`src/rtl/bsmx_pkg.sv`:
```
// Shared types and constants for the byte stream multiply-xor hash.
package bsmx_pkg;

    localparam logic [63:0] K0 = 64'h15459B19A5ED5DBB;
    localparam logic [63:0] K1 = 64'hAAA360CB31A60D5D;
    localparam logic [63:0] K2 = 64'h003BDC7DF5E62165;
    localparam logic [63:0] K3 = 64'h7FCC734CAA4A91DD;
    localparam logic [63:0] K4 = 64'h1FC221792E40C189;

    localparam int unsigned SHIFT_A = 27;
    localparam int unsigned SHIFT_B = 33;

    // multiplier step count: operand latch, three partial products, final add
    localparam logic [2:0] MUL_LAST = 3'd5;

    // work handed from the front to the back
    typedef struct packed {
        logic        blk;    // a full 16-byte block is to be mixed
        logic        fin;    // message ends: finalize after any block mix
        logic [63:0] len;    // total length after this transaction
        logic [63:0] w0;     // bytes 0..7, masked to the tail where finalizing
        logic [63:0] w1;     // bytes 8..15
    } cmd_t;

endpackage

```
`src/rtl/bsmx_front.sv`:
```
// Front: gathers bytes into the block buffer, counts length, issues work.
module bsmx_front
    import bsmx_pkg::*;
(
    input  logic       clk,
    input  logic       rst_n,
    input  logic [7:0] data_byte,
    input  logic       byte_valid,
    input  logic       last_item,
    input  logic       accept,
    output logic       cmd_push,
    output cmd_t       cmd
);

    logic [7:0]  buf_reg [16];
    logic [63:0] len_reg;
    logic [63:0] len_next;
    logic [63:0] len_inc;
    logic [3:0]  idx;
    logic [3:0]  r_new;
    logic        blk;
    logic [7:0]  byte_sel [16];

    assign idx     = len_reg[3:0];
    assign len_inc = len_reg + {63'd0, byte_valid};
    assign r_new   = len_inc[3:0];
    assign blk     = byte_valid && (r_new == 4'd0);

    always_comb
    begin
        for (int i = 0; i < 16; i++)
        begin
            if (byte_valid && (idx == 4'(i)))
                byte_sel[i] = data_byte;
            else
                byte_sel[i] = buf_reg[i];
            // bytes past the tail are stale from earlier blocks
            if (!(blk || (4'(i) < r_new)))
                byte_sel[i] = 8'd0;
        end
    end

    always_comb
    begin
        for (int i = 0; i < 8; i++)
        begin
            cmd.w0[8*i +: 8] = byte_sel[i];
            cmd.w1[8*i +: 8] = byte_sel[i+8];
        end
        cmd.blk = blk;
        cmd.fin = last_item;
        cmd.len = len_inc;
    end

    assign cmd_push = accept && (blk || last_item);
    assign len_next = last_item ? 64'd0 : len_inc;

    always_ff @(posedge clk or negedge rst_n)
    begin
        if (!rst_n)
            len_reg <= 64'd0;
        else if (accept)
            len_reg <= len_next;
    end

    always_ff @(posedge clk)
    begin
        if (accept && byte_valid)
            buf_reg[idx] <= data_byte;
    end

endmodule

```
`src/rtl/bsmx_cmdq.sv`:
```
// Short work queue between the front and the back.
module bsmx_cmdq
    import bsmx_pkg::*;
#(
    parameter int DEPTH = 2
)
(
    input  logic clk,
    input  logic rst_n,
    input  logic wr_en,
    input  cmd_t wr_data,
    output logic q_full,
    input  logic rd_en,
    output cmd_t rd_data,
    output logic q_empty
);

    localparam int PW = (DEPTH > 1) ? $clog2(DEPTH) : 1;
    localparam int CW = $clog2(DEPTH + 1);

    cmd_t          mem_reg [DEPTH];
    logic [PW-1:0] wr_ptr_reg;
    logic [PW-1:0] rd_ptr_reg;
    logic [CW-1:0] count_reg;
    logic          do_wr;
    logic          do_rd;

    assign q_full  = (count_reg == CW'(DEPTH));
    assign q_empty = (count_reg == '0);
    assign do_wr   = wr_en && !q_full;
    assign do_rd   = rd_en && !q_empty;
    assign rd_data = mem_reg[rd_ptr_reg];

    always_ff @(posedge clk or negedge rst_n)
    begin
        if (!rst_n)
        begin
            wr_ptr_reg <= '0;
            rd_ptr_reg <= '0;
            count_reg  <= '0;
        end
        else
        begin
            if (do_wr)
                wr_ptr_reg <= (wr_ptr_reg == PW'(DEPTH - 1)) ? '0 : wr_ptr_reg + 1'b1;
            if (do_rd)
                rd_ptr_reg <= (rd_ptr_reg == PW'(DEPTH - 1)) ? '0 : rd_ptr_reg + 1'b1;
            if (do_wr && !do_rd)
                count_reg <= count_reg + 1'b1;
            else if (do_rd && !do_wr)
                count_reg <= count_reg - 1'b1;
        end
    end

    always_ff @(posedge clk)
    begin
        if (do_wr)
            mem_reg[wr_ptr_reg] <= wr_data;
    end

endmodule

```
`src/rtl/bsmx_mul.sv`:
```
// 64x64 low-half multiplier built from one shared 32x32 multiplier.
module bsmx_mul
    import bsmx_pkg::*;
(
    input  logic        clk,
    input  logic        rst_n,
    input  logic        active,
    input  logic [63:0] op_a,
    input  logic [63:0] op_b,
    output logic        done,
    output logic [63:0] prod
);

    logic [2:0]  cnt_reg;
    logic [63:0] a_reg;
    logic [63:0] b_reg;
    logic [63:0] pp_reg;
    logic [63:0] acc_reg;
    logic [31:0] ma;
    logic [31:0] mb;

    assign done = active && (cnt_reg == MUL_LAST);
    assign prod = acc_reg;

    always_comb
    begin
        case (cnt_reg)
            3'd1:    begin ma = a_reg[31:0];  mb = b_reg[31:0];  end
            3'd2:    begin ma = a_reg[31:0];  mb = b_reg[63:32]; end
            default: begin ma = a_reg[63:32]; mb = b_reg[31:0];  end
        endcase
    end

    always_ff @(posedge clk or negedge rst_n)
    begin
        if (!rst_n)
            cnt_reg <= 3'd0;
        else if (!active || done)
            cnt_reg <= 3'd0;
        else
            cnt_reg <= cnt_reg + 3'd1;
    end

    always_ff @(posedge clk)
    begin
        if (active)
        begin
            case (cnt_reg)
                3'd0:
                begin
                    a_reg <= op_a;
                    b_reg <= op_b;
                end
                3'd1:
                    pp_reg <= {32'd0, ma} * {32'd0, mb};
                3'd2:
                begin
                    acc_reg <= pp_reg;
                    pp_reg  <= {32'd0, ma} * {32'd0, mb};
                end
                3'd3:
                begin
                    acc_reg <= acc_reg + {pp_reg[31:0], 32'd0};
                    pp_reg  <= {32'd0, ma} * {32'd0, mb};
                end
                3'd4:
                    acc_reg <= acc_reg + {pp_reg[31:0], 32'd0};
                default:
                    acc_reg <= acc_reg;
            endcase
        end
    end

endmodule

```
`src/rtl/bsmx_back.sv`:
```
// Back: block mixing, tail rule and finalization on the shared multiplier.
module bsmx_back
    import bsmx_pkg::*;
(
    input  logic        clk,
    input  logic        rst_n,
    input  logic        q_empty,
    input  cmd_t        q_data,
    output logic        q_pop,
    input  logic        pop,
    output logic        empty,
    output logic [63:0] hash_value
);

    typedef enum logic [11:0] {
        S_IDLE    = 12'b0000_0000_0001,
        S_BLK_LO  = 12'b0000_0000_0010,
        S_BLK_HI  = 12'b0000_0000_0100,
        S_FIN     = 12'b0000_0000_1000,
        S_LK      = 12'b0000_0001_0000,
        S_SHORT   = 12'b0000_0010_0000,
        S_TAIL_HI = 12'b0000_0100_0000,
        S_TAIL_LO = 12'b0000_1000_0000,
        S_AV1     = 12'b0001_0000_0000,
        S_AV2     = 12'b0010_0000_0000,
        S_AV_END  = 12'b0100_0000_0000,
        S_OUT     = 12'b1000_0000_0000
    } state_t;

    typedef enum logic [1:0] {
        AV_SHORT = 2'd0,
        AV_LO    = 2'd1,
        AV_HI    = 2'd2
    } av_mode_t;

    state_t      state_reg, state_next;
    av_mode_t    mode_reg, mode_next;
    cmd_t        cmd_reg;
    logic [63:0] lo_reg, lo_next;
    logic [63:0] hi_reg, hi_next;
    logic [63:0] v_reg, v_next;
    logic [63:0] lk_reg, lk_next;
    logic [63:0] h_reg, h_next;
    logic [63:0] res_reg;
    logic        res_valid_reg;
    logic        mul_active;
    logic        mul_done;
    logic [63:0] mul_a;
    logic [63:0] mul_b;
    logic [63:0] prod;
    logic [63:0] fold;
    logic [3:0]  r;
    logic        load_res;

    assign r          = cmd_reg.len[3:0];
    assign fold       = v_reg ^ (v_reg >> SHIFT_B);
    assign empty      = !res_valid_reg;
    assign hash_value = res_reg;
    assign q_pop      = (state_reg == S_IDLE) && !q_empty;
    assign load_res   = (state_reg == S_OUT) && !res_valid_reg;

    assign mul_active = (state_reg == S_BLK_LO) || (state_reg == S_BLK_HI)
                     || (state_reg == S_LK) || (state_reg == S_SHORT)
                     || (state_reg == S_TAIL_HI) || (state_reg == S_TAIL_LO)
                     || (state_reg == S_AV1) || (state_reg == S_AV2);

    always_comb
    begin
        unique case (state_reg)
            S_BLK_LO:  begin mul_a = lo_reg ^ (cmd_reg.w0 + K3); mul_b = K1; end
            S_BLK_HI:  begin mul_a = hi_reg ^ (cmd_reg.w1 + K4); mul_b = K2; end
            S_LK:      begin mul_a = cmd_reg.len;                mul_b = K0; end
            S_SHORT:   begin mul_a = K0 ^ (cmd_reg.w0 + K3);     mul_b = K2; end
            S_TAIL_HI: begin mul_a = hi_reg ^ (cmd_reg.w1 + K1); mul_b = K2; end
            S_TAIL_LO: begin mul_a = lo_reg ^ (cmd_reg.w0 + K3); mul_b = K2; end
            S_AV1:     begin mul_a = v_reg ^ (v_reg >> SHIFT_A); mul_b = K2; end
            S_AV2:     begin mul_a = fold;                       mul_b = K4; end
            default:   begin mul_a = 64'd0;                      mul_b = 64'd0; end
        endcase
    end

    bsmx_mul u_mul (
        .clk    (clk),
        .rst_n  (rst_n),
        .active (mul_active),
        .op_a   (mul_a),
        .op_b   (mul_b),
        .done   (mul_done),
        .prod   (prod)
    );

    always_comb
    begin
        state_next = state_reg;
        mode_next  = mode_reg;
        lo_next    = lo_reg;
        hi_next    = hi_reg;
        v_next     = v_reg;
        lk_next    = lk_reg;
        h_next     = h_reg;
        unique case (state_reg)
            S_IDLE:
                if (!q_empty)
                    state_next = q_data.blk ? S_BLK_LO : S_FIN;
            S_BLK_LO:
                if (mul_done)
                begin
                    lo_next    = prod;
                    state_next = S_BLK_HI;
                end
            S_BLK_HI:
                if (mul_done)
                begin
                    hi_next    = prod;
                    state_next = cmd_reg.fin ? S_FIN : S_IDLE;
                end
            S_FIN:
                if (cmd_reg.len == 64'd0)
                begin
                    h_next     = K4;
                    state_next = S_OUT;
                end
                else
                    state_next = S_LK;
            S_LK:
                if (mul_done)
                begin
                    lk_next = prod;
                    if (cmd_reg.len[63:3] == 61'd0)
                        state_next = S_SHORT;
                    else if (r >= 4'd9)
                        state_next = S_TAIL_HI;
                    else if (r != 4'd0)
                        state_next = S_TAIL_LO;
                    else
                    begin
                        v_next     = lo_reg ^ prod;
                        mode_next  = AV_LO;
                        state_next = S_AV1;
                    end
                end
            S_SHORT:
                if (mul_done)
                begin
                    v_next     = prod ^ lk_reg;
                    mode_next  = AV_SHORT;
                    state_next = S_AV1;
                end
            S_TAIL_HI:
                if (mul_done)
                begin
                    hi_next    = prod;
                    state_next = S_TAIL_LO;
                end
            S_TAIL_LO:
                if (mul_done)
                begin
                    lo_next    = prod;
                    v_next     = prod ^ lk_reg;
                    mode_next  = AV_LO;
                    state_next = S_AV1;
                end
            S_AV1:
                if (mul_done)
                begin
                    v_next     = prod;
                    state_next = S_AV2;
                end
            S_AV2:
                if (mul_done)
                begin
                    v_next     = prod;
                    state_next = S_AV_END;
                end
            S_AV_END:
                case (mode_reg)
                    AV_LO:
                    begin
                        h_next     = lo_reg ^ fold;
                        v_next     = hi_reg ^ lk_reg;
                        mode_next  = AV_HI;
                        state_next = S_AV1;
                    end
                    AV_HI:
                    begin
                        h_next     = h_reg ^ fold;
                        state_next = S_OUT;
                    end
                    default:
                    begin
                        h_next     = fold;
                        state_next = S_OUT;
                    end
                endcase
            S_OUT:
                if (!res_valid_reg)
                begin
                    lo_next    = K0;
                    hi_next    = K1;
                    state_next = S_IDLE;
                end
            default:
                state_next = S_IDLE;
        endcase
    end

    always_ff @(posedge clk or negedge rst_n)
    begin
        if (!rst_n)
        begin
            state_reg     <= S_IDLE;
            mode_reg      <= AV_SHORT;
            lo_reg        <= K0;
            hi_reg        <= K1;
            res_valid_reg <= 1'b0;
        end
        else
        begin
            state_reg <= state_next;
            mode_reg  <= mode_next;
            lo_reg    <= lo_next;
            hi_reg    <= hi_next;
            if (load_res)
                res_valid_reg <= 1'b1;
            else if (pop)
                res_valid_reg <= 1'b0;
        end
    end

    always_ff @(posedge clk)
    begin
        v_reg  <= v_next;
        lk_reg <= lk_next;
        h_reg  <= h_next;
        if (q_pop)
            cmd_reg <= q_data;
        if (load_res)
            res_reg <= h_reg;
    end

endmodule

```
`src/rtl/byte_stream_multiply_xor_hash64_top.sv`:
```
// Top level of the streaming 64-bit multiply-xor byte hash.
//
// Bytes enter one per cycle while full is low. Every 16th byte and every last
// item hand a transaction to a small queue; the back end works it on one
// shared 32x32 multiplier, which builds each 64-bit product from three partial
// products. Block mixes keep pace with a steady byte stream, so it never stalls
// on blocks. Finalization is shortest for an empty message, which needs no product,
// and longest for a long message with a tail past 8 bytes: length product, two
// tail mixes, two avalanches. Bytes of the next message keep flowing while a hash
// waits to be popped, until the queue of CMD_DEPTH transactions fills.
module byte_stream_multiply_xor_hash64_top
    import bsmx_pkg::*;
#(
    parameter int CMD_DEPTH = 2
)
(
    input  logic        clk,
    input  logic        rst_n,
    input  logic [7:0]  data_byte,
    input  logic        byte_valid,
    input  logic        last_item,
    input  logic        push,
    output logic        full,
    output logic [63:0] hash_value,
    output logic        empty,
    input  logic        pop
);

    logic accept;
    logic cmd_push;
    cmd_t cmd_in;
    cmd_t cmd_out;
    logic q_full;
    logic q_empty;
    logic q_pop;

    assign full   = q_full;
    assign accept = push && !q_full;

    bsmx_front u_front (
        .clk        (clk),
        .rst_n      (rst_n),
        .data_byte  (data_byte),
        .byte_valid (byte_valid),
        .last_item  (last_item),
        .accept     (accept),
        .cmd_push   (cmd_push),
        .cmd        (cmd_in)
    );

    bsmx_cmdq #(.DEPTH(CMD_DEPTH)) u_cmdq (
        .clk     (clk),
        .rst_n   (rst_n),
        .wr_en   (cmd_push),
        .wr_data (cmd_in),
        .q_full  (q_full),
        .rd_en   (q_pop),
        .rd_data (cmd_out),
        .q_empty (q_empty)
    );

    bsmx_back u_back (
        .clk        (clk),
        .rst_n      (rst_n),
        .q_empty    (q_empty),
        .q_data     (cmd_out),
        .q_pop      (q_pop),
        .pop        (pop),
        .empty      (empty),
        .hash_value (hash_value)
    );

endmodule

```
`config.mk`:
```
export PLATFORM = sky130hd
export DESIGN_NAME = byte_stream_multiply_xor_hash64_top
export DESIGN_NICKNAME = d
export VERILOG_FILES = /design/src/rtl/bsmx_pkg.sv /design/src/rtl/bsmx_front.sv /design/src/rtl/bsmx_cmdq.sv /design/src/rtl/bsmx_mul.sv /design/src/rtl/bsmx_back.sv /design/src/rtl/byte_stream_multiply_xor_hash64_top.sv
export SDC_FILE = /design/constraint.sdc
export NUM_CORES = 2
export LEC_CHECK = 0
export BUFFER_PORTS_ARGS = -buffer_cell sky130_fd_sc_hd__buf_4
export CAP_MARGIN = 10
export CORE_MARGIN = 5
export CORE_UTILIZATION = 38
export DETAILED_ROUTE_END_ITERATION = 8
export GPL_TIMING_DRIVEN = 0
export SLEW_MARGIN = 20
export SYNTH_ARGS = -nofsm -noshare
export SYNTH_HDL_FRONTEND = slang
export SYNTH_SLANG_ARGS = --single-unit
```
`constraint.sdc`:
```
create_clock -name clk -period 12.8 [get_ports clk]
set_input_delay 1.28 -clock clk [delete_from_list [all_inputs] [get_ports clk]]
set_output_delay 1.28 -clock clk [all_outputs]
set_load 0.1 [all_outputs]
```
==> metrics.cfg <==
[timing]
tns_ns = 0
worstMarginPinSlew_ns = 1.33
slew_viol_final = 0
rsz0062_at_grt = no
holdWs_ns = 0.446
maxSlewHeadroom = 0.106
fin_crit_sh = 0.976
hold_violations = 0
skew_ns = 0.0415
setup_viol = 0
max_freq_ghz = 0.0801
finalCriticalPeriod_ns = 12.49

[setup_path]
crit_fanout = 10
r2r_end = u_back.u_mul.pp_reg[63]
arrival_ns = 13.03
cp_slowest_cell = clkbuf_1
ff2ff_setup_slack_ns = 0.31
cp-start-kind = flop
worstRegToRegCells = 30
end_kind = flop
worstReg2RegStart = u_back.u_mul.cnt_reg[0]
critPathKind = reg -> reg
path_common_cell = fa_1
worstPathRequired_ns = 13.34
slowest_delay_ns = 0.94

[global_routing]
grt_max_degree = 102
grt_pass1_wl_um = 542000
grt-ovfl-total = 0
antenna_found_initial = 25
track_usage = 0.290
first_global_vias = 71000

[clock_network]
clock-root-buffer = clkbuf_16
clkSlewWorstSetupHoldPaths_ns = 0.06
postCtsSetupRepairBufs = 0
clk-insertion-delay-late_ns = 0.80
cts_buffers = 137
cts_buffer_depth = 3
cts.repair.resized = 0
cts_tree = done
cts_hold_buf = 0
htreeDepth = 4
cts_sinks = 1386

[placed_design]
routabilityCongestion = 1.01
dp_cells = 12200
portBuffers = 79
dpl.hpwl_um = 314000

[logic_synthesis]
ys_types = 97
ys_warn_count = 0
synth_seq_cells = 1386
synth_flop_cell = edfxtp_1
syn_area_um2 = 96000
synth_edf_count = 1172
syn_nets = 9961
avgSynthCellArea_um2 = 11.0
ys_seq_area_frac = 0.423
synthCells = 8713
async_reset_ff_frac = 0.154

[run_status]
status = complete, no violations

[drt]
drt_iter0_drc = 7402
drt-pass1-iter-count = 8
wl_per_cell_um = 30.9
routed_wl_um = 385000
vias = 69900
drc = 0
vias_per_cell = 5.61
drtAntennaViolNets = 0

[finish]
multi_input_area_um2 = 50800
nNetsFinal = 10200
register_area_um2 = 40600
area_delta_synth_final_pct = 11.6
largest_reg_flops = 388
drive_above_1_share = 0.0857
nFillCells = 23900
fin_cells = 12500

[floorplanning]
start_util = 0.382
die_y_um = 513
pin_count = 80
chipWidth_um = 513
dieArea_um2 = 263000
placementRows = 184
coreArea_um2 = 251000

[flow_run]
cap_violations = 0

[worst_hold_path]
hp-start = u_back.h_reg[60]
hp-class = reg -> reg
holdPathStages = 0
hold_end = u_back.hash_value[60]

-- worst max path at each step --
stage	start	to	slack, ns	depth (start not counted)
after global placement	byte_valid	u_cmdq.mem_reg[0][61]	-4.82	10
after global routing	u_back.u_mul.cnt_reg[2]	u_back.u_mul.pp_reg[39]	0.1	35
after CTS	u_back.u_mul.cnt_reg[2]	u_back.u_mul.pp_reg[39]	0.09	34
after detailed placement	u_back.u_mul.cnt_reg[2]	u_back.u_mul.pp_reg[39]	0.16	34
final	u_back.u_mul.cnt_reg[0]	u_back.u_mul.pp_reg[63]	0.31	30
after floorplan	byte_valid	u_cmdq.mem_reg[0][0]	0.98	10
-- routing by layer --
layer / wire length [µm] / share of wire / GRT usage
met4: 34300 / 0.089 / 0.208
met5: 60 / 0.00016 / 0
met1: 146000 / 0.38 / 0.354
met2: 179000 / 0.46 / 0.473
met3: 26100 / 0.068 / 0.0408
-- worst max-delay path, delay by kind of cell (launching register included) --
kind / cells / cell delay, ns
flip-flops: 1 / 0.42
buffers and inverters: 5 / 1.82
XOR/XNOR: 1 / 0.08
AO/OA/AOI/OAI: 8 / 2.42
AND/OR/NAND/NOR: 6 / 2.48
adder cells (fa/ha/maj): 10 / 4.98
-- kinds of logic (layout without fill, tap and decap cells) --
group	count (synthesis)	in the layout	synth area share
buffers and inverters	1315	1706	0.0516
adders and majority gates	1234	1234	0.231
and+or+nand+nor	2523	2523	0.111
DFF	1386	1386	0.423
xor gates and xnor gates	548	548	0.0500
other	0	4	0
AOI/OAI and AO/OA	1252	1252	0.0829
muxes	455	455	0.0504
-- synthesized netlist by cell type (all sizes together), types with 45 or more instances --
cell type	instances	area, µm²
a21o	60	458
a21oi	432	2170
a222oi	45	450
a22oi	75	563
and2	62	388
and3	61	382
clkbuf	373	1400
dfrtp	148	3700
dfstp	66	1730
edfxtp	1172	35200
fa	893	17900
ha	341	4270
inv	902	3390
mux2	229	2580
mux2i	226	2260
nand2	867	3260
nand3	102	510
nor2	1125	4230
nor3	111	561
o21ai	298	1500
xnor2	354	3100
xor2	194	1700
-- through the flow --
stage / setup WS [ns] / util / instance area, µm²
floorplan: 0.982 / - / 96000
global placement: -4.82 / 0.401 / 101000
detailed placement: 0.159 / 0.408 / 102000
CTS: 0.0880 / 0.426 / 107000
global route: 0.0999 / 0.426 / 107000
finish: 0.311 / 0.426 / 107000
-- cell type report --
class / instances / area share
diodes: 4 / 0.0000934
plain buffers: 410 / 0.0148
clock buffers: 171 / 0.0346
clock inverters: 80 / 0.00897
inverters: 903 / 0.0317
multi-input cells: 6012 / 0.474
flip-flops and latches: 1386 / 0.379
well taps: 3348 / 0.0391
repair buffers: 142 / 0.0171
-- layout by cell type, fill, tap and decap left out, types with 142 or more instances in the layout --
cell and n:
edfxtp_1 1172, nor2_1 1119, inv_1 899, fa_1 893
nand2_1 866, a21oi_1 420, clkbuf_1 381, xnor2_1 354
ha_1 341, o21ai_0 279, mux2_2 229, mux2i_1 195
xor2_1 194, dfrtp_1 148, clkbuf_16 142
Power is not shown: default switching activity piles up to over one toggle a cycle in this logic, so the estimate is an artifact.
